### src/rtl/hgcd_pkg.sv
`timescale 1ns / 1ps

package hgcd_pkg;

   // Position smoothing history depth (2 to 8)
   localparam int POS_HISTORY  = 4;
   // Corner-count history: four older counts and two recent ones
   localparam int CORNER_DEPTH = 6;

   localparam int POS_W     = 10;
   localparam int CORNER_W  = 12;
   localparam int CUR_W     = 16;
   localparam int FRAC_W    = 6;
   localparam int CNT_W     = 4;

   localparam int HFILL_W   = $clog2(POS_HISTORY + 1);
   localparam int HIDX_W    = $clog2(POS_HISTORY);
   localparam int CFILL_W   = $clog2(CORNER_DEPTH + 1);

   // Divider: divisor is fill + 1, dividend is new point plus stored points
   localparam int DIVR_W    = $clog2(POS_HISTORY + 2);
   localparam int SUM_W     = CUR_W + $clog2(POS_HISTORY + 1);
   localparam int DIV_BITS  = 3;
   localparam int DIV_STEPS = (SUM_W + DIV_BITS - 1) / DIV_BITS;
   localparam int DIVD_W    = DIV_STEPS * DIV_BITS;
   localparam int STEP_W    = $clog2(DIV_STEPS);

   // Configuration port
   localparam int CSR_ADDR_W = 4;
   localparam int CSR_DATA_W = 32;

   localparam logic [1:0] REG_DROP_MARGIN   = 2'd0;
   localparam logic [1:0] REG_MOVE_THRESH   = 2'd1;
   localparam logic [1:0] REG_HOLD_FRAMES   = 2'd2;
   localparam logic [1:0] REG_DECAY_FRAMES  = 2'd3;

   localparam logic [11:0] RST_DROP_MARGIN  = 12'd150;
   localparam logic [9:0]  RST_MOVE_THRESH  = 10'd12;
   localparam logic [3:0]  RST_HOLD_FRAMES  = 4'd8;
   localparam logic [3:0]  RST_DECAY_FRAMES = 4'd10;

   typedef enum logic [1:0] {
      MODE_NORMAL = 2'd0,
      MODE_MOVE   = 2'd1,
      MODE_CLICK  = 2'd2,
      MODE_DRAG   = 2'd3
   } mode_type;

   typedef enum logic [2:0] {
      EV_NONE  = 3'd0,
      EV_MOVE  = 3'd1,
      EV_DRAG  = 3'd2,
      EV_DOWN  = 3'd3,
      EV_UP    = 3'd4,
      EV_CLICK = 3'd5
   } event_type;

   typedef struct packed {
      logic [11:0] drop_margin;
      logic [9:0]  move_threshold;
      logic [3:0]  hold_frames;
      logic [3:0]  move_decay_frames;
   } cfg_type;

   // Commands from the controller to the datapath
   typedef struct packed {
      logic load;
      logic step;
      logic decide;
      logic speed;
      logic emit;
   } cmd_type;

endpackage

### src/rtl/hgcd_csr.sv
`timescale 1ns / 1ps

module hgcd_csr import hgcd_pkg::*; (
   input  logic                  clock,
   input  logic                  reset,
   input  logic                  psel,
   input  logic                  penable,
   input  logic                  pwrite,
   input  logic [CSR_ADDR_W-1:0] paddr,
   input  logic [CSR_DATA_W-1:0] pwdata,
   output logic [CSR_DATA_W-1:0] prdata,
   output logic                  pready,
   output cfg_type               cfg
);

   cfg_type cfg_ff;
   logic    wr_en;

   assign wr_en  = psel & penable & pwrite;
   assign pready = 1'b1;
   assign cfg    = cfg_ff;

   // Write the addressed register in the access cycle
   always_ff @(posedge clock) begin
      if (reset) begin
         cfg_ff.drop_margin       <= RST_DROP_MARGIN;
         cfg_ff.move_threshold    <= RST_MOVE_THRESH;
         cfg_ff.hold_frames       <= RST_HOLD_FRAMES;
         cfg_ff.move_decay_frames <= RST_DECAY_FRAMES;
      end else if (wr_en) begin
         unique case (paddr[3:2])
            REG_DROP_MARGIN:  cfg_ff.drop_margin       <= pwdata[11:0];
            REG_MOVE_THRESH:  cfg_ff.move_threshold    <= pwdata[9:0];
            REG_HOLD_FRAMES:  cfg_ff.hold_frames       <= pwdata[3:0];
            REG_DECAY_FRAMES: cfg_ff.move_decay_frames <= pwdata[3:0];
         endcase
      end
   end

   // Read back the addressed register
   always_comb begin
      unique case (paddr[3:2])
         REG_DROP_MARGIN:  prdata = CSR_DATA_W'(cfg_ff.drop_margin);
         REG_MOVE_THRESH:  prdata = CSR_DATA_W'(cfg_ff.move_threshold);
         REG_HOLD_FRAMES:  prdata = CSR_DATA_W'(cfg_ff.hold_frames);
         REG_DECAY_FRAMES: prdata = CSR_DATA_W'(cfg_ff.move_decay_frames);
      endcase
   end

endmodule

### src/rtl/hgcd_ctrl.sv
`timescale 1ns / 1ps

module hgcd_ctrl import hgcd_pkg::*; (
   input  logic    clock,
   input  logic    reset,
   input  logic    req_valid,
   output logic    req_stall,
   output logic    rsp_valid,
   input  logic    rsp_stall,
   output cmd_type cmd
);

   typedef enum logic [4:0] {
      S_IDLE   = 5'b00001,
      S_DIV    = 5'b00010,
      S_DECIDE = 5'b00100,
      S_SPEED  = 5'b01000,
      S_EMIT   = 5'b10000
   } state_type;

   state_type         state_ff, state_in;
   logic [STEP_W-1:0] step_ff, step_in;
   logic              rsp_valid_ff, rsp_valid_in;

   assign req_stall = (state_ff != S_IDLE);
   assign rsp_valid = rsp_valid_ff;

   // Sequence one item: load, divide, decide, speed check, emit
   always_comb begin
      state_in = state_ff;
      step_in  = step_ff;
      cmd      = '0;
      unique case (state_ff)
         S_IDLE: begin
            if (req_valid) begin
               cmd.load = 1'b1;
               step_in  = '0;
               state_in = S_DIV;
            end
         end
         S_DIV: begin
            cmd.step = 1'b1;
            if (step_ff == STEP_W'(DIV_STEPS - 1)) begin
               state_in = S_DECIDE;
            end else begin
               step_in = step_ff + STEP_W'(1);
            end
         end
         S_DECIDE: begin
            cmd.decide = 1'b1;
            state_in   = S_SPEED;
         end
         S_SPEED: begin
            cmd.speed = 1'b1;
            state_in  = S_EMIT;
         end
         S_EMIT: begin
            // Wait until the output register is free or being taken
            if (!rsp_valid_ff || !rsp_stall) begin
               cmd.emit = 1'b1;
               state_in = S_IDLE;
            end
         end
         default: state_in = S_IDLE;
      endcase
   end

   // Hold the result valid until the receiver takes it
   always_comb begin
      if (cmd.emit) begin
         rsp_valid_in = 1'b1;
      end else if (!rsp_stall) begin
         rsp_valid_in = 1'b0;
      end else begin
         rsp_valid_in = rsp_valid_ff;
      end
   end

   always_ff @(posedge clock) begin
      if (reset) begin
         state_ff     <= S_IDLE;
         step_ff      <= '0;
         rsp_valid_ff <= 1'b0;
      end else begin
         state_ff     <= state_in;
         step_ff      <= step_in;
         rsp_valid_ff <= rsp_valid_in;
      end
   end

   a_cmd_onehot: assert property (@(posedge clock) disable iff (reset)
      $onehot0(cmd))
      else $error("more than one datapath command active");

   a_emit_free: assert property (@(posedge clock) disable iff (reset)
      cmd.emit |-> (!rsp_valid_ff || !rsp_stall))
      else $error("result emitted over an item not yet taken");

   a_load_div: assert property (@(posedge clock) disable iff (reset)
      cmd.load |=> (state_ff == S_DIV && step_ff == '0))
      else $error("accepted item did not start the divider");

endmodule

### src/rtl/hgcd_dpath.sv
`timescale 1ns / 1ps

module hgcd_dpath import hgcd_pkg::*; (
   input  logic                clock,
   input  logic                reset,
   input  cmd_type             cmd,
   input  cfg_type             cfg,
   input  logic [POS_W-1:0]    pos_x,
   input  logic [POS_W-1:0]    pos_y,
   input  logic [CORNER_W-1:0] corner_count,
   output logic [2:0]          event_res,
   output logic [1:0]          mode,
   output logic [CUR_W-1:0]    cursor_x,
   output logic [CUR_W-1:0]    cursor_y
);

   // Control state
   mode_type             mode_ff, mode_in;
   logic [HFILL_W-1:0]   hfill_ff, hfill_in;
   logic [CFILL_W-1:0]   cfill_ff, cfill_in;
   logic [CORNER_W-1:0]  release_ff, release_in;
   logic [CNT_W-1:0]     hold_ff, hold_in;
   logic [CNT_W-1:0]     quiet_ff, quiet_in;
   logic                 speed_ff, speed_in;

   // Payload state
   logic [CUR_W-1:0]     hist_x_ff [POS_HISTORY];
   logic [CUR_W-1:0]     hist_y_ff [POS_HISTORY];
   logic [CORNER_W-1:0]  chist_ff [CORNER_DEPTH];
   logic [CORNER_W-1:0]  corner_ff;
   event_type            ev_ff, ev_in;
   logic [DIVD_W-1:0]    qx_ff, qy_ff;
   logic [DIVR_W-1:0]    rx_ff, ry_ff;
   logic [DIVR_W-1:0]    dvs_ff;
   event_type            ev_out_ff;
   mode_type             mode_out_ff;
   logic [CUR_W-1:0]     curx_out_ff, cury_out_ff;

   // Combinational
   logic [SUM_W-1:0]      sum_x, sum_y;
   logic [DIVR_W+DIVD_W-1:0] stp_x, stp_y;
   logic [CUR_W-1:0]      sx, sy;
   logic                  cfull, hfull, click_on, consumed, store;
   logic [CORNER_W+1:0]   old_sum;
   logic [CORNER_W:0]     recent_sum;
   logic [CORNER_W-1:0]   old_mean, recent_mean;
   logic                  drop, rise;
   logic [CNT_W:0]        hold_n, quiet_n;
   mode_type              dec_mode;
   logic [CORNER_W-1:0]   dec_release;
   logic [CNT_W-1:0]      dec_hold;
   logic [HIDX_W-1:0]     last_idx;
   logic [CUR_W-1:0]      last_x, last_y, dx, dy;
   logic [CUR_W:0]        travel, thr;
   logic                  big;

   // One radix-8 restoring step: three quotient bits
   function automatic logic [DIVR_W+DIVD_W-1:0] div_step(
      input logic [DIVR_W-1:0] rem,
      input logic [DIVD_W-1:0] quo,
      input logic [DIVR_W-1:0] dvs
   );
      logic [DIVR_W:0]   part;
      logic [DIVR_W-1:0] r;
      logic [DIVD_W-1:0] q;
      r = rem;
      q = quo;
      for (int b = 0; b < DIV_BITS; b++) begin
         part = {r, q[DIVD_W-1]};
         q    = {q[DIVD_W-2:0], 1'b0};
         if (part >= {1'b0, dvs}) begin
            part = part - {1'b0, dvs};
            q[0] = 1'b1;
         end
         r = part[DIVR_W-1:0];
      end
      return {r, q};
   endfunction

   // Sum the new point with the stored points
   always_comb begin
      sum_x = SUM_W'({pos_x, {FRAC_W{1'b0}}});
      sum_y = SUM_W'({pos_y, {FRAC_W{1'b0}}});
      for (int i = 0; i < POS_HISTORY; i++) begin
         if (HFILL_W'(i) < hfill_ff) begin
            sum_x = sum_x + SUM_W'(hist_x_ff[i]);
            sum_y = sum_y + SUM_W'(hist_y_ff[i]);
         end
      end
   end

   assign stp_x = div_step(rx_ff, qx_ff, dvs_ff);
   assign stp_y = div_step(ry_ff, qy_ff, dvs_ff);
   assign sx    = qx_ff[CUR_W-1:0];
   assign sy    = qy_ff[CUR_W-1:0];

   // Corner means over the shifted history
   assign cfull       = (cfill_ff == CFILL_W'(CORNER_DEPTH));
   assign hfull       = (hfill_ff == HFILL_W'(POS_HISTORY));
   assign click_on    = (mode_ff != MODE_MOVE);
   assign old_sum     = (CORNER_W+2)'(chist_ff[1]) + (CORNER_W+2)'(chist_ff[2])
                      + (CORNER_W+2)'(chist_ff[3]) + (CORNER_W+2)'(chist_ff[4]);
   assign recent_sum  = (CORNER_W+1)'(chist_ff[5]) + (CORNER_W+1)'(corner_ff);
   assign old_mean    = old_sum[CORNER_W+1:2];
   assign recent_mean = recent_sum[CORNER_W:1];
   assign drop = ({1'b0, recent_mean} + {1'b0, cfg.drop_margin}) < {1'b0, old_mean};
   assign rise = {1'b0, recent_mean} > ({1'b0, release_ff} + {1'b0, cfg.drop_margin});
   assign hold_n  = {1'b0, hold_ff} + (CNT_W+1)'(1);
   assign quiet_n = {1'b0, quiet_ff} + (CNT_W+1)'(1);

   // Decide click transitions, event and whether the point is stored
   always_comb begin
      dec_mode    = mode_ff;
      dec_release = release_ff;
      dec_hold    = hold_ff;
      ev_in       = EV_NONE;
      consumed    = 1'b0;
      store       = 1'b0;
      speed_in    = 1'b0;
      if (click_on && cfull) begin
         priority if (mode_ff == MODE_NORMAL && drop) begin
            dec_release = recent_mean;
            dec_mode    = MODE_CLICK;
            dec_hold    = '0;
            consumed    = 1'b1;
         end else if (rise && mode_ff == MODE_DRAG) begin
            ev_in    = EV_UP;
            dec_mode = MODE_NORMAL;
            consumed = 1'b1;
         end else if (rise && mode_ff == MODE_CLICK) begin
            ev_in    = EV_CLICK;
            dec_mode = MODE_NORMAL;
            consumed = 1'b1;
         end else if (mode_ff == MODE_CLICK) begin
            dec_hold = hold_n[CNT_W] ? {CNT_W{1'b1}} : hold_n[CNT_W-1:0];
            if (hold_n > {1'b0, cfg.hold_frames}) begin
               dec_mode = MODE_DRAG;
               ev_in    = EV_DOWN;
               dec_hold = '0;
            end
         end else begin
            dec_hold = hold_ff;
         end
      end
      unique case (mode_ff)
         MODE_NORMAL: begin
            if (!consumed) begin
               store    = 1'b1;
               ev_in    = EV_MOVE;
               speed_in = 1'b1;
            end
         end
         MODE_MOVE: begin
            store    = 1'b1;
            ev_in    = EV_MOVE;
            speed_in = 1'b1;
         end
         MODE_DRAG: begin
            if (!consumed) begin
               store = 1'b1;
               ev_in = EV_DRAG;
            end
         end
         MODE_CLICK: begin
            store = 1'b0;
         end
      endcase
   end

   // Displacement between oldest and newest stored points
   assign last_idx = HIDX_W'(hfill_ff - HFILL_W'(1));
   assign last_x   = hist_x_ff[last_idx];
   assign last_y   = hist_y_ff[last_idx];
   assign dx   = (hist_x_ff[0] >= last_x) ? hist_x_ff[0] - last_x : last_x - hist_x_ff[0];
   assign dy   = (hist_y_ff[0] >= last_y) ? hist_y_ff[0] - last_y : last_y - hist_y_ff[0];
   assign travel = {1'b0, dx} + {1'b0, dy};
   assign thr    = {1'b0, cfg.move_threshold, {FRAC_W{1'b0}}};
   assign big    = travel > thr;

   // Next values of the control state
   always_comb begin
      mode_in    = mode_ff;
      release_in = release_ff;
      hold_in    = hold_ff;
      quiet_in   = quiet_ff;
      hfill_in   = hfill_ff;
      cfill_in   = cfill_ff;
      if (cmd.decide) begin
         mode_in    = dec_mode;
         release_in = dec_release;
         hold_in    = dec_hold;
         if (click_on && !cfull) begin
            cfill_in = cfill_ff + CFILL_W'(1);
         end
         if (store && !hfull) begin
            hfill_in = hfill_ff + HFILL_W'(1);
         end
      end else if (cmd.speed && speed_ff) begin
         if (big) begin
            mode_in  = MODE_MOVE;
            quiet_in = '0;
         end else if (mode_ff == MODE_MOVE) begin
            quiet_in = quiet_n[CNT_W] ? {CNT_W{1'b1}} : quiet_n[CNT_W-1:0];
            if (quiet_n > {1'b0, cfg.move_decay_frames}) begin
               mode_in = MODE_NORMAL;
            end
         end else begin
            mode_in = MODE_NORMAL;
         end
      end
   end

   always_ff @(posedge clock) begin
      if (reset) begin
         mode_ff    <= MODE_NORMAL;
         hfill_ff   <= '0;
         cfill_ff   <= '0;
         release_ff <= '0;
         hold_ff    <= '0;
         quiet_ff   <= '0;
         speed_ff   <= 1'b0;
      end else begin
         mode_ff    <= mode_in;
         hfill_ff   <= hfill_in;
         cfill_ff   <= cfill_in;
         release_ff <= release_in;
         hold_ff    <= hold_in;
         quiet_ff   <= quiet_in;
         if (cmd.decide) begin
            speed_ff <= speed_in;
         end
      end
   end

   // Load and advance the divider
   always_ff @(posedge clock) begin
      if (cmd.load) begin
         qx_ff     <= DIVD_W'(sum_x);
         qy_ff     <= DIVD_W'(sum_y);
         rx_ff     <= '0;
         ry_ff     <= '0;
         dvs_ff    <= DIVR_W'(hfill_ff) + DIVR_W'(1);
         corner_ff <= corner_count;
      end else if (cmd.step) begin
         {rx_ff, qx_ff} <= stp_x;
         {ry_ff, qy_ff} <= stp_y;
      end
   end

   // Update the corner and position histories
   always_ff @(posedge clock) begin
      if (cmd.decide) begin
         ev_ff <= ev_in;
         if (click_on) begin
            if (cfull) begin
               for (int i = 0; i < CORNER_DEPTH - 1; i++) begin
                  chist_ff[i] <= chist_ff[i+1];
               end
               chist_ff[CORNER_DEPTH-1] <= corner_ff;
            end else begin
               for (int i = 0; i < CORNER_DEPTH; i++) begin
                  if (CFILL_W'(i) == cfill_ff) begin
                     chist_ff[i] <= corner_ff;
                  end
               end
            end
         end
         if (store) begin
            if (hfull) begin
               for (int i = 0; i < POS_HISTORY - 1; i++) begin
                  hist_x_ff[i] <= hist_x_ff[i+1];
                  hist_y_ff[i] <= hist_y_ff[i+1];
               end
               hist_x_ff[POS_HISTORY-1] <= sx;
               hist_y_ff[POS_HISTORY-1] <= sy;
            end else begin
               for (int i = 0; i < POS_HISTORY; i++) begin
                  if (HFILL_W'(i) == hfill_ff) begin
                     hist_x_ff[i] <= sx;
                     hist_y_ff[i] <= sy;
                  end
               end
            end
         end
      end
   end

   // Capture the result item
   always_ff @(posedge clock) begin
      if (cmd.emit) begin
         ev_out_ff   <= ev_ff;
         mode_out_ff <= mode_ff;
         curx_out_ff <= (hfill_ff != '0) ? last_x : '0;
         cury_out_ff <= (hfill_ff != '0) ? last_y : '0;
      end
   end

   assign event_res = ev_out_ff;
   assign mode      = mode_out_ff;
   assign cursor_x  = curx_out_ff;
   assign cursor_y  = cury_out_ff;

   a_hfill_max: assert property (@(posedge clock) disable iff (reset)
      hfill_ff <= HFILL_W'(POS_HISTORY))
      else $error("position history overfilled");

   a_cfill_max: assert property (@(posedge clock) disable iff (reset)
      cfill_ff <= CFILL_W'(CORNER_DEPTH))
      else $error("corner history overfilled");

   a_click_no_move: assert property (@(posedge clock) disable iff (reset)
      (cmd.decide && mode_ff == MODE_CLICK) |=> (mode_ff != MODE_MOVE))
      else $error("pending click jumped to move mode");

endmodule

### src/rtl/hand_gesture_click_detector_unit.sv
`timescale 1ns / 1ps
// Hand gesture click detector.
// Request channel (req_valid / req_stall): one item per camera frame holding
// the raw hand position req_pos_x, req_pos_y and the corner count
// req_corner_count. Response channel (rsp_valid / rsp_stall): exactly one item
// per request with the event code, the mode after the frame and the smoothed
// cursor in Q10.6 (zero until a point has been stored).
// An item is taken at an edge with valid high and stall low.
// After the request is accepted, the smoothing divider (three quotient bits per cycle)
// runs its steps, then follow the click decision, the move check and the output load,
// after which the result is valid. The block takes one item at a time: a new item is
// accepted only once the previous one has been loaded into the output register.
// The output register frees the block to accept the next item while the
// previous result is still stalled; that item then waits in its last step
// until the result is taken.
// Configuration registers at byte address 4*i over the csr_ port; write them
// only while the block is idle.
// Reset (synchronous, active high) restores the register defaults, empties
// both histories and returns to normal mode.
module hand_gesture_click_detector_unit import hgcd_pkg::*; (
   input  logic                  clock,
   input  logic                  reset,
   input  logic                  req_valid,
   output logic                  req_stall,
   input  logic [POS_W-1:0]      req_pos_x,
   input  logic [POS_W-1:0]      req_pos_y,
   input  logic [CORNER_W-1:0]   req_corner_count,
   output logic                  rsp_valid,
   input  logic                  rsp_stall,
   output logic [2:0]            rsp_event_res,
   output logic [1:0]            rsp_mode,
   output logic [CUR_W-1:0]      rsp_cursor_x,
   output logic [CUR_W-1:0]      rsp_cursor_y,
   input  logic                  csr_psel,
   input  logic                  csr_penable,
   input  logic                  csr_pwrite,
   input  logic [CSR_ADDR_W-1:0] csr_paddr,
   input  logic [CSR_DATA_W-1:0] csr_pwdata,
   output logic [CSR_DATA_W-1:0] csr_prdata,
   output logic                  csr_pready
);

   cfg_type cfg;
   cmd_type cmd;

   hgcd_csr u_csr (
      .clock   (clock),
      .reset   (reset),
      .psel    (csr_psel),
      .penable (csr_penable),
      .pwrite  (csr_pwrite),
      .paddr   (csr_paddr),
      .pwdata  (csr_pwdata),
      .prdata  (csr_prdata),
      .pready  (csr_pready),
      .cfg     (cfg)
   );

   hgcd_ctrl u_ctrl (
      .clock     (clock),
      .reset     (reset),
      .req_valid (req_valid),
      .req_stall (req_stall),
      .rsp_valid (rsp_valid),
      .rsp_stall (rsp_stall),
      .cmd       (cmd)
   );

   hgcd_dpath u_dpath (
      .clock        (clock),
      .reset        (reset),
      .cmd          (cmd),
      .cfg          (cfg),
      .pos_x        (req_pos_x),
      .pos_y        (req_pos_y),
      .corner_count (req_corner_count),
      .event_res    (rsp_event_res),
      .mode         (rsp_mode),
      .cursor_x     (rsp_cursor_x),
      .cursor_y     (rsp_cursor_y)
   );

endmodule

### config.mk
export PLATFORM = sky130hd
export DESIGN_NAME = hand_gesture_click_detector_unit
export DESIGN_NICKNAME = d
export VERILOG_FILES = /design/src/rtl/hgcd_pkg.sv /design/src/rtl/hgcd_csr.sv /design/src/rtl/hgcd_ctrl.sv /design/src/rtl/hgcd_dpath.sv /design/src/rtl/hand_gesture_click_detector_unit.sv
export SDC_FILE = /design/constraint.sdc
export NUM_CORES = 1
export LEC_CHECK = 0
export BUFFER_PORTS_ARGS = -buffer_cell sky130_fd_sc_hd__buf_2
export CAP_MARGIN = 25
export CORE_ASPECT_RATIO = 0.8
export CORE_MARGIN = 2
export CORE_UTILIZATION = 44
export CTS_CLUSTER_DIAMETER = 40
export DETAILED_ROUTE_END_ITERATION = 16
export GPL_TIMING_DRIVEN = 1
export HOLD_SLACK_MARGIN = 0.08
export PLACE_DENSITY_LB_ADDON = 0.1
export SETUP_SLACK_MARGIN = 0.4
export SYNTH_ARGS = -nofsm -noshare
export SYNTH_HDL_FRONTEND = slang
export SYNTH_SLANG_ARGS = --single-unit
### constraint.sdc
create_clock -name clock -period 24.2 [get_ports clock]
set_input_delay 1.21 -clock clock [delete_from_list [all_inputs] [get_ports clock]]
set_output_delay 1.21 -clock clock [all_outputs]
set_load 0.05 [all_outputs]
==> results of run 1 <==
## sequential cells by signal, summed over array words and instances, names as in the netlist, 4 cells and up
name,count
u_dpath.qy_ff,21
u_ctrl.state_ff,5
u_dpath.hold_ff,4
u_csr.cfg,30
u_dpath.corner_ff,12
u_dpath.hist_x_ff,64
u_dpath.hist_y_ff,64
u_dpath.quiet_ff,4
u_dpath.chist_ff,60
u_dpath.release_ff,12
u_dpath.qx_ff,21
u_dpath.cursor_y,16
u_dpath.cursor_x,16
## report_power, final
group / total (mW) / internal (mW) / leakage (nW) / switching (mW)
Sequential: 0.754 / 0.713 / 3.20 / 0.0415
Combinational: 0.497 / 0.185 / 9.86 / 0.312
Clock: 0.979 / 0.631 / 1.13 / 0.348
Total: 2.23 / 1.53 / 14.2 / 0.701
## logic make-up (layout without fill, tap and decap cells)
group / Yosys count / count (layout) / synth area share [%]
AO/OA/AOI/OAI: 803 / 803 / 17.4
AND/OR/NAND/NOR: 717 / 717 / 11.0
adder cells (fa/ha/maj): 369 / 369 / 16.4
buffers and inverters: 365 / 500 / 4.94
flip-flops: 359 / 359 / 33.6
multiplexers: 262 / 262 / 11.0
XOR/XNOR: 192 / 192 / 5.64
other: 2 / 21 / 0.0252
## worst max path at each step
stage                        startpoint                   to  slack (ns)
floorplan           u_dpath.hfill_ff[0]  u_dpath.quiet_ff[3]       16.45
global placement    u_dpath.hfill_ff[0]  u_dpath.quiet_ff[3]       15.03
detailed placement  u_dpath.hfill_ff[0]  u_dpath.quiet_ff[3]       14.95
CTS                 u_dpath.hfill_ff[0]  u_dpath.quiet_ff[3]       14.90
global route        u_dpath.hfill_ff[0]   u_dpath.mode_ff[1]       14.25
finish              u_dpath.hfill_ff[0]   u_dpath.mode_ff[1]       14.86
## placed cells by master (no fill, tap or decap), types with 11 or more instances in the layout
master     instances
inv_6             11
conb_1            21
xnor2_1          115
mux4_2            36
nor3_1            53
nor2b_1           31
nand4_1           20
dfxtp_1           77
mux2i_1           59
or2_2             11
xor2_1            77
nand3_1           45
a21o_1            94
mux2_2           165
o211ai_1          21
clkinv_2          11
o21a_1            27
nand2_1          228
a31oi_1           26
o21bai_1          28
a211oi_1          35
inv_1            243
buf_4             27
and2_1            14
and3_1            13
a211o_1           13
edfxtp_1         281
ha_1             334
clkbuf_16         68
o21ai_0          177
nand2b_1          26
nor2_1           221
buf_2            103
or3_1             15
fa_1              35
a21oi_1          256
## final cells by class
type / count / area share, %
Tap cell: 913 / 3.40
Clock inverter: 48 / 1.73
Timing Repair Buffer: 132 / 2.21
Sequential cell: 359 / 29.8
Clock buffer: 74 / 5.16
Inverter: 246 / 2.75
Multi-Input combinational cell: 2364 / 55.0
## per-stage QoR
step / hold slack (ns) / utilization, % / instances / setup WS [ns] / instance area [sq um]
finish: 0.413 / 50.1 / 4136 / 14.86 / 33600
global placement: 0.410 / 46.6 / 4010 / 15.03 / 31300
global route: 0.436 / 50.1 / 4136 / 14.25 / 33600
floorplan: 0.400 / - / 3088 / 16.45 / 29900
detailed placement: 0.412 / 46.6 / 4012 / 14.95 / 31300
CTS: 0.421 / 50.1 / 4134 / 14.90 / 33600
## routing by layer
metal / GRT usage (%) / vias to the layer above
li1: - / 11400
met5: 0 / -
met2: 39.4 / 608
met3: 3.63 / 129
met1: 34.8 / 11600
met4: 7.73 / 0
==> qor.txt, run 1 <==
Area grow syn2layout -> 12.8%
Hold Crit Endpoint -> u_dpath.event_res[1]
Fin Setup TNS -> 0 ns
Via count -> 23,700
Hold Crit Class -> flip-flop to flip-flop
Largest net degree at the start of global routing -> 59
Die area -> 69,800 sq um
DR WL/cell -> 21.0 microns
Vias in the first global route -> 23,500
WL met1 -> 40,500 microns
Drt via density -> 5.73
Synthesized cell area -> 29,800 sq um
Resized cells post-CTS -> 0
Postcts setup bufs -> 0
Power Total -> 2.23 mW
EDFF count, synth -> 281
CTS H-tree depth -> 3
Register Area -> 10,000 sq um
I/O Buffers -> 103
DRT iter0 DRCs -> 1,499
Clock latency on the worst-skew pair -> 0.61 ns
Final Slew Violations -> 0
Post-synth cell types -> 96
Area contributors post-synth -> edfxtp_1, ha_1, mux2_2, dfxtp_1, a21oi_1
Worst vdd ir -> 0.0000549 V
Top cells by count, synth -> ha_1, edfxtp_1, a21oi_1, inv_1, nand2_1
CP top delay family -> compound AO/OA/AOI/OAI gates
Register area share after synthesis -> 33.6%
Total routed wirelength -> 87,000 microns
Top FF cell, synth -> edfxtp_1
Critical path depth -> 31
CORE AREA -> 67,100 sq um
Critical path's largest stage delay -> 0.74 ns
All-Layer GR Usage -> 24.8%
Req. time, crit path -> 24.72 ns
Final min period -> 9.34 ns
CTS sink count -> 359
Power density cells -> 66.4 nW/um^2
Routed wl met2 -> 39,500 microns
Met3 Wirelength -> 4720 microns
CTS Root Cell -> clkbuf_16
FF-to-FF setup slack -> 14.86 ns
Synth Warn # -> 0
R2r startpoint -> u_dpath.hfill_ff[0]
IO Count -> 147
Status -> complete, no violations
Final setup skew -> 0.0276 ns
Crit-path slowest cell -> dfxtp_2
Die X -> 295 microns
Syn Area/Cell -> 9.71 sq um
RSZ-0062 raised after global routing -> false
Setup crit start kind -> flip-flop
CTS Buf Count -> 66
Tightest Pin Transition -> 0.978 ns
Final nets -> 3,613
GPL Wtd Cong -> 0.903
Register-to-Register Path Depth -> 31
Static leakage -> 14.2 nW
Final Hold Violating Endpoints -> 0
Multi-input logic area -> 18,500 sq um
# hold bufs at CTS -> 0
Top-area cell type share of the netlist area -> 28.3%
CP Buf/Inv Count -> 3
Fill count -> 6,116
Highest routed layer -> met4
Ys async rst share -> 0%
Hold path cells -> 0
Maximum clock frequency -> 0.107 GHz
Die Y -> 237 microns
Clock slew seen by the registers of the worst setup and hold paths -> 0.06 ns
Reg-to-Reg End -> u_dpath.mode_ff[1]
Std-Cell Rows -> 85
Max-Slew Margin vs Limit -> 34.5%
MaxCap Viol Count -> 0
Routed Antenna Nets -> 0
Layout cells sized above 1 -> 15.9%
Drt pass-1 iters -> 5
DR DRC count -> 0
Post-DP HPWL -> 65,200 microns
First-pass GRT wire length -> 134,000 microns
CTS tree -> built
Final setup viols -> 0
# diodes -> 0
Grt ovf -> 0
Hold wc startpoint -> u_dpath.ev_ff[1]
Clk buf depth -> 3
Data arrival, critical path -> 9.85 ns
Most used cell, CP -> a21oi_1
Top-count cell post-synth -> ha_1
Crit path kind -> flip-flop to flip-flop
Synthesized flop and latch total -> 359
Initial core utilization -> 44.4%
Antenna violations before repair -> 1
Syn Inst Count -> 3,069
Setup crit end kind -> flip-flop
Dominant cell type by area after synthesis -> edfxtp_1
Critical Path Fanout Max -> 34
Final period utilization -> 38.6%
Power figures use the tool's default switching activity.
==> inputs of run 2 (changes only) <==
clock period = 8.7 ns   (was 24.2 ns; I/O delays follow)
==> run 2 against run 1 <==
  * Global-route usage decreased by 0.48 points
  * Hold slack got worse by 0.29 ns
  * Clock power grew to 2.6 times the previous value
  * Critical endpoint is now u_dpath.quiet_ff[3]
  * Clock skew is 0.0056 ns higher
  * Final area is 0.46% higher
  * Sequential cell count unchanged
  * Die area unchanged
  * Power grew to 2.7 times the previous value
  * Register-to-register slack got worse by 14 ns
  * First-iteration DRC count rose by 2.1%
  * Fmax up 21%
  * Cell count increased by 0.58%
==> qor.txt, run 2 (synthesized netlist as in run 1, its figures left out) <==
Maximum clock frequency -> 0.130 GHz
CTS H-tree depth -> 2
DR DRC count -> 0
CTS Root Cell -> clkbuf_16
CTS Buf Count -> 61
Largest net degree at the start of global routing -> 59
CTS sink count -> 359
Total routed wirelength -> 85,900 microns
Psw -> 1.91 mW
Net Sw Frac -> 31.8%
Crit-path slowest cell -> fa_1
I/O Buffers -> 103
Setup crit start kind -> flip-flop
Critical Path Fanout Max -> 8
Critical path's largest stage delay -> 0.50 ns
Std-Cell Rows -> 85
Setup crit end kind -> flip-flop
First-pass GRT wire length -> 133,000 microns
Die area -> 69,800 sq um
Drt via density -> 5.75
Post-DP HPWL -> 65,600 microns
Static leakage -> 14.2 nW
Commonest non-fill, non-tap cell in the layout -> ha_1
Antenna violations before repair -> 1
GPL Wtd Cong -> 0.896
Layout cells sized above 1 -> 16.0%
Req. time, crit path -> 9.26 ns
Commonest cells after routing, fill and taps aside -> ha_1, edfxtp_1, a21oi_1
Register Area -> 10,000 sq um
Sequential share of power -> 35.0%
Max-Slew Margin vs Limit -> 44.9%
Pre-CTS setup slack -> 0.798 ns
Clock latency on the worst-skew pair -> 0.65 ns
Fill count -> 6,093
Placed insts -> 4,020
DR WL/cell -> 20.6 microns
CTS tree -> built
All-Layer GR Usage -> 24.3%
Status -> complete, no violations
Worst vdd ir -> 0.000182 V
Final Slew Violations -> 0
Initial core utilization -> 44.4%
Finished Cell Area -> 33,800 sq um
Clock power frac -> 42.2%
RSZ-0062 raised after global routing -> false
Post-DP Area -> 31,300 sq um
Grt ovf -> 0
Most used cell, CP -> a21oi_1
Int Pwr -> 4.09 mW
Fin Setup TNS -> 0 ns
Comb pwr share -> 22.8%
Final setup skew -> 0.0332 ns
Clk buf depth -> 3
Final min period -> 7.69 ns
MaxCap Viol Count -> 0
Final Hold Violating Endpoints -> 0
Via count -> 23,900
Die Y -> 237 microns
Data arrival, critical path -> 8.25 ns
Power density cells -> 178 nW/um^2
Final setup viols -> 0
Crit path kind -> flip-flop to flip-flop
Hold Crit Class -> input pin to flip-flop
Final nets -> 3,639
IO Count -> 147
Die X -> 295 microns
DRT iter0 DRCs -> 1,531
# diodes -> 0
Largest registers -> u_dpath.hist_x_ff: 64 flops, u_dpath.hist_y_ff: 64 flops, u_dpath.chist_ff: 60 flops
Final period utilization -> 88.4%
Routed Antenna Nets -> 0
Clock slew seen by the registers of the worst setup and hold paths -> 0.06 ns
Multi-input logic area -> 18,500 sq um
Worst setup margin -> 1.01 ns
Drt pass-1 iters -> 5
Area grow syn2layout -> 13.3%
Tightest Pin Transition -> 0.827 ns
CORE AREA -> 67,100 sq um
Finished Layout Cells -> 4,160
Vias in the first global route -> 23,500
## run 2: cell count changes in the layout (fill, tap and decap cells not counted), sizes merged
cell / previous run / this run
buf: 132 / 140
inv: 259 / 262
clkbuf: 74 / 72
dlygate4sd3: 0 / 22
bufinv: 10 / 8
clkinvlp: 4 / 7
clkinv: 21 / 13
## run 2: per-stage QoR
stage,util [%],hold WS [ns],power [mW]
2_1_floorplan,-,0.400,3.10
3_3_place_gp,46.7,0.405,3.44
3_5_place_dp,46.7,0.405,3.49
4_1_cts,50.2,0.0851,6.05
5_1_grt,50.3,0.109,6.30
6_report,50.3,0.121,6.00
## run 2: cell type report
| class | count | share of cell area, % |
|---|---|---|
| Clock buffer | 71 | 4.75 |
| Clock inverter | 44 | 1.63 |
| Inverter | 246 | 2.73 |
| Multi-Input combinational cell | 2364 | 54.8 |
| Sequential cell | 359 | 29.6 |
| Tap cell | 913 | 3.38 |
| Timing Repair Buffer | 163 | 3.08 |
## run 2: worst max-delay path, delay by kind of cell, from the launching register on
family	cells	cell delay, ns
adders and majority gates	4	1.50
and+or+nand+nor	4	0.76
buffers and inverters	3	0.44
AOI/OAI and AO/OA	17	3.70
xor gates and xnor gates	1	0.14
DFF	1	0.40
muxes	2	0.69
## run 2: repair_timing
action / in CTS / in global routing
endpoints found under the hold margin: 27 / 0
setup buffers: 0 / 0
endpoints found under the setup margin: 0 / 6
gates resized for setup: 0 / 9
hold buffers: 22 / 0
## run 2: power groups by stage
| stage | clock (mW) | sequential [mW] | combinational [mW] |
|---|---|---|---|
| final | 2.53 | 2.10 | 1.37 |
| after global routing | 2.65 | 2.12 | 1.54 |
| after CTS | 2.58 | 2.10 | 1.37 |
| after detailed placement | 0 | 2.13 | 1.35 |
| after global placement | 0 | 2.13 | 1.31 |
| after floorplan | 0 | 2.09 | 1.01 |
## run 2: per-layer routing
metal	global-route usage [%]	vias to the layer above	wire length (microns)
met1	33.7	11700	39500
met4	6.43	0	1840
met5	0	-	0
met3	3.28	112	4820
li1	-	11500	-
met2	39.8	643	39700
## run 2: path summary, 6_finish.rpt
| path | from | endpoint | slack, ns | depth (start not counted) |
|---|---|---|---|---|
| max | u_dpath.hfill_ff[1] | u_dpath.quiet_ff[3] | 1.01 | 31 |
| min | rsp_stall | u_ctrl.rsp_valid | 0.12 | 3 |
| max reg2reg | u_dpath.hfill_ff[1] | u_dpath.quiet_ff[3] | 1.01 | 31 |
| min reg2reg | u_dpath.ev_ff[0] | u_dpath.event_res[0] | 0.42 | 0 |
